**src/rtl/ssc_pkg.sv**
```systemverilog
// Shared types, constants and field layouts for the station sighting cache.
package ssc_pkg;

    localparam int TABLE_ENTRIES_DEF = 64;

    localparam int ADDR_W    = 48;
    localparam int STR_W     = 8;
    localparam int TIME_W    = 63;
    localparam int SLOT_W    = 6;
    localparam int COUNT_W   = 32;
    localparam int OUTCOME_W = 2;
    localparam int GROUP_BIT = 40;

    // Input stream: addr, strength, time, then one pad bit up to a whole byte.
    localparam int IN_RAW_W = ADDR_W + STR_W + TIME_W;
    localparam int IN_W     = ((IN_RAW_W + 7) / 8) * 8;
    localparam int OUT_W    = ((OUTCOME_W + SLOT_W + COUNT_W + 7) / 8) * 8;

    typedef enum logic [OUTCOME_W-1:0] {
        OUT_IGNORED  = 2'd0,
        OUT_HIT      = 2'd1,
        OUT_INSERTED = 2'd2,
        OUT_REPLACED = 2'd3
    } outcome_t;

    typedef enum logic [1:0] {
        ST_IDLE,
        ST_SCAN,
        ST_FINISH
    } state_t;

    typedef struct packed {
        logic [TIME_W-1:0] last_seen;
        logic [STR_W-1:0]  strength;
        logic [ADDR_W-1:0] addr;
    } entry_t;

    typedef struct packed {
        logic accept;   // capture the incoming sighting and restart the scan
        logic scan;     // step the table walk
        logic finish;   // write back, update counters and load the result
    } ssc_cmd_t;

    typedef struct packed {
        logic scan_done;
        logic out_free;
    } ssc_sts_t;

endpackage

```
**src/rtl/ssc_ctrl.sv**
```systemverilog
// Controller state machine that sequences accept, table scan and write-back.
module ssc_ctrl (
    input  logic             clk,
    input  logic             rst_n,
    input  logic             s_tvalid,
    output logic             s_tready,
    input  ssc_pkg::ssc_sts_t sts,
    output ssc_pkg::ssc_cmd_t cmd
);

    ssc_pkg::state_t state_reg;
    ssc_pkg::state_t state_next;

    always_ff @(posedge clk or negedge rst_n)
    begin
        if (!rst_n)
        begin
            state_reg <= ssc_pkg::ST_IDLE;
        end
        else
        begin
            state_reg <= state_next;
        end
    end

    always_comb
    begin
        state_next = state_reg;
        s_tready   = 1'b0;
        cmd        = '0;
        unique case (state_reg)
            ssc_pkg::ST_IDLE:
            begin
                s_tready = 1'b1;
                if (s_tvalid)
                begin
                    cmd.accept = 1'b1;
                    state_next = ssc_pkg::ST_SCAN;
                end
            end
            ssc_pkg::ST_SCAN:
            begin
                cmd.scan = 1'b1;
                if (sts.scan_done)
                begin
                    state_next = ssc_pkg::ST_FINISH;
                end
            end
            ssc_pkg::ST_FINISH:
            begin
                // Hold here until the output register can take the result.
                if (sts.out_free)
                begin
                    cmd.finish = 1'b1;
                    state_next = ssc_pkg::ST_IDLE;
                end
            end
            default:
            begin
                state_next = ssc_pkg::ST_IDLE;
            end
        endcase
    end

endmodule

```
**config.mk**
```make
export PLATFORM = sky130hd
export DESIGN_NAME = ssc_ctrl
export DESIGN_NICKNAME = d
export VERILOG_FILES = /design/src/rtl/ssc_pkg.sv /design/src/rtl/ssc_ctrl.sv
export SDC_FILE = /design/constraint.sdc
export NUM_CORES = 1
export LEC_CHECK = 0
export BUFFER_PORTS_ARGS = -buffer_cell sky130_fd_sc_hd__buf_2
export CORE_AREA = 2 2 39 41
export CTS_BUF_LIST = sky130_fd_sc_hd__clkbuf_8
export DETAILED_ROUTE_END_ITERATION = 16
export DIE_AREA = 0 0 41 43
export GPL_TIMING_DRIVEN = 0
export PLACE_DENSITY = 0.3
export SYNTH_ARGS = -nofsm -noshare
export SYNTH_HDL_FRONTEND = slang
export SYNTH_SLANG_ARGS = --single-unit
```
**constraint.sdc**
```tcl
create_clock -name clk -period 1.2 [get_ports clk]
set_input_delay 0.12 -clock clk [delete_from_list [all_inputs] [get_ports clk]]
set_output_delay 0.12 -clock clk [all_outputs]
set_load 0.1 [all_outputs]
```
; ---- After elaboration in Yosys (flattened, before gate mapping)
; Index checks and enable logic that the tools add are counted.
[totals]
reg_bits = 2
inputBits = 5
out_inout_bits = 4
[classes]
eq_ne = 5
muxes = 10
n_reduce_logical = 2
[op_table]
columns = cell, n
row1 = 2-to-1 mux 1 bit, 6
row2 = 2-to-1 mux 2 bit, 3
row3 = "inequality test 2 bit, second input constant", 3
row4 = case mux 2 bit (3 select lines), 1
row5 = AND reduction 3 bit, 1
row6 = "equality test 2 x 1 -> 1 bit, second input constant", 1
row7 = "equality test 2 bit, second input constant", 1
row8 = zero test 2 bit, 1

; ---- Depth between registers and ports, before layout
[logic_depth]
ltp_word = 3
ltp_mapped = 2
ltp_nobuf = 2

; ---- Worst setup path before layout
; No wires, ideal clock.
[synth_timing]
kind = reg2out
startpoint = register state_reg[0]
endpoint = output cmd[2] in the netlist's numbering
t_arrival_ns = 2.626
required_time_ns = 1.080
path_slack_ns = -1.546
path_stages_with_launch = 3
path_cell_list = dfrtp_1 nor2_1 and2_1
[synth_lines]
columns = item, line_no
row1 = start: declaration, ssc_ctrl.sv:11  ; ssc_pkg::state_t state_reg;
row2 = start signal: assignment, ssc_ctrl.sv:18  ; state_reg <= ssc_pkg::ST_IDLE;
row3 = start signal: assignment, ssc_ctrl.sv:22  ; state_reg <= state_next;
row4 = end: declaration, ssc_ctrl.sv:8  ; output ssc_pkg::ssc_cmd_t cmd

==> results.md <==
- Status: finished, final reports clean
- Vias: 130
- Main area contributors after synthesis: dfrtp_1 44%, nor2b_4 12%, nor3b_2 11%
- Clk slew on worst S/H paths: 30 ps
- Worst-path fanout max: 5
- Count of cell types in the netlist: 8
- Largest area contributor in the netlist: dfrtp_1
- Inserted Diodes: 0
- Largest register FFs: 2
- Sequential element share of the synthesized area: 0.444
- Final nets: 31
- Yosys warning total: 0
- Worst Path Required: 1080 ps
- DR WL/cell: 7.98 µm
- Multi-input gate area: 75.1 µm²
- Crit-path cells: nor2_4 > and2_4 > buf_12
- Drt drc: 0
- # Max-Cap Violations: 0
- Drt pass-1 iters: 1
- Fmax: 838 MHz
- Starting Density: 0.0814
- I/O pin cnt: 9
- #FFs+latches synth: 2
- Average size of a mapped cell: 10.2 µm²
- Global-route wire length before repair: 545 µm
- GRT Total Usage: 0.0532
- Number of buffers created by CTS: 3
- Endpoint class of the critical path: output port
- Largest net degree at the start of global routing: 6
- Die Width: 41 µm
- PnR worst setup slack: 6.03 ps
- Post-layout min period: 1190 ps
- Worst Setup Start Kind: register
- Pre-CTS setup slack: -26.5 ps
- Sink Count: 2
- RSZ-0062 raised after global routing: true
- Register-to-Register Setup Slack: 290 ps
- Vias per inst: 3.17
- Clock Path Buffers: 2
- Share of the synthesized area in the top cell type: 0.444
- Setup-failing EPs final: 0
- Fill cells: 155
- Actual slew at the worst max-slew pin: 278 ps
- Total grt overflow: 0
- Commonest non-fill, non-tap cell in the layout: buf_2
- Hold_ws: 113 ps
- Input/output buffers: 8
- Final wirelength: 327 µm
- CORE AREA: 1380 µm²
- Row count: 14
- Clock skew: 5.13 ps
- Root buf cell: clkbuf_8
- Die H: 43 µm
- Routability cong.: 0.578
- Slew Limit Headroom: 0.816
- Syn Std Cell Area: 113 µm²
- Initial antenna violation count: 0
- Clk_lat worst skew: 210 ps
- CP max stage cell: dfrtp_2
- Layout cells sized above 1: 0.760
- H-tree Lvls: 1
- Reg area: 52.6 µm²
- Most frequent cells in the layout: 4 x buf_2, 3 x clkbuf_8, 2 x buf_12, 2 x buf_4, 2 x dfrtp_2
- Syn Inst Count: 11
- DRT iter0 DRCs: 0
- Crit share post-route: 0.995
- TritonCTS clock tree: done
- Vias in the first global route: 135
- Crit Path Class: reg2out
- CP bufs+invs: 1
- Max Slew Vio Count: 0
- Area Growth Syn to Fin: 157%
- Crit path max-delay family: flip-flops
- Detail Route Antenna Nets: 0
- CP max stage delay: 430 ps
- Final hold vios: 0
- Detailed Place HPWL: 230 µm
- Hold WC Path Type: in2reg
- Die area: 1760 µm²
- Critical Path AT: 1070 ps
- Syn nets: 16
cells by family (layout without fill, tap and decap cells):
| group | count (synthesis) | count (layout) | share of synthesized area |
|---|---|---|---|
| AND/OR/NAND/NOR | 7 | 7 | 0.422 |
| flip-flops | 2 | 2 | 0.444 |
| buffers and inverters | 0 | 14 | 0 |
| AO/OA/AOI/OAI | 2 | 2 | 0.133 |
final cells by class:
type	count	area share
clock buffer	3	0.143
clock inverter	1	0.0130
multi-input combinational	9	0.260
sequential	2	0.182
tap	16	0.0693
timing repair buffer	10	0.333
worst register-to-register path, stage by stage, from the launching register on:
cell,delay [ps]
dfrtp_2,430
buf_4,150
nor3b_2,160
a21o_1,100
per-stage QoR:
step / cell area [µm²] / util / setup TNS [ps] / std cells
2_1_floorplan: 126 / - / -620 / 11
3_3_place_gp: 186 / 0.135 / -32.8 / 35
3_5_place_dp: 186 / 0.135 / -49.1 / 35
4_1_cts: 280 / 0.203 / -5.13 / 41
5_1_grt: 289 / 0.209 / -60.2 / 41
6_report: 289 / 0.209 / 0 / 41
synth_stat cells, drive strengths merged:
| master | number |
|---|---|
| nor2 | 3 |
| dfrtp | 2 |
| a211oi | 1 |
| a21o | 1 |
| and2 | 1 |
| nand2 | 1 |
| nor2b | 1 |
| nor3b | 1 |
final timing paths:
path                                    from      endpoint  cells past startpoint
worst max-delay path            state_reg[0]        cmd[2]                      3
worst min-delay path                  sts[1]  state_reg[0]                      2
worst max register to register  state_reg[0]  state_reg[1]                      3
worst min register to register  state_reg[1]  state_reg[0]                      1
max in group asynchronous              rst_n  state_reg[0]                      2
min in group asynchronous              rst_n  state_reg[1]                      2
what timing repair did:
item / in CTS / in global routing
cloned: 0 / 0
resized for setup: 10 / 2
pin swaps: 1 / 0
endpoints found under the setup margin: 4 / 3
buffers inserted: 1 / 0
hold endpoints to repair: 2 / 0
hold buffers: 1 / 0
routing by layer:
layer	GRT usage	vias up	part of all wire
li1	-	66	-
met5	0	-	0
met1	0.0579	56	0.41
met2	0.0531	8	0.44
met3	0.0314	0	0.15
met4	0.0800	0	0
Power is not shown: default switching activity piles up to over one toggle a cycle in this logic, so the estimate is an artifact.
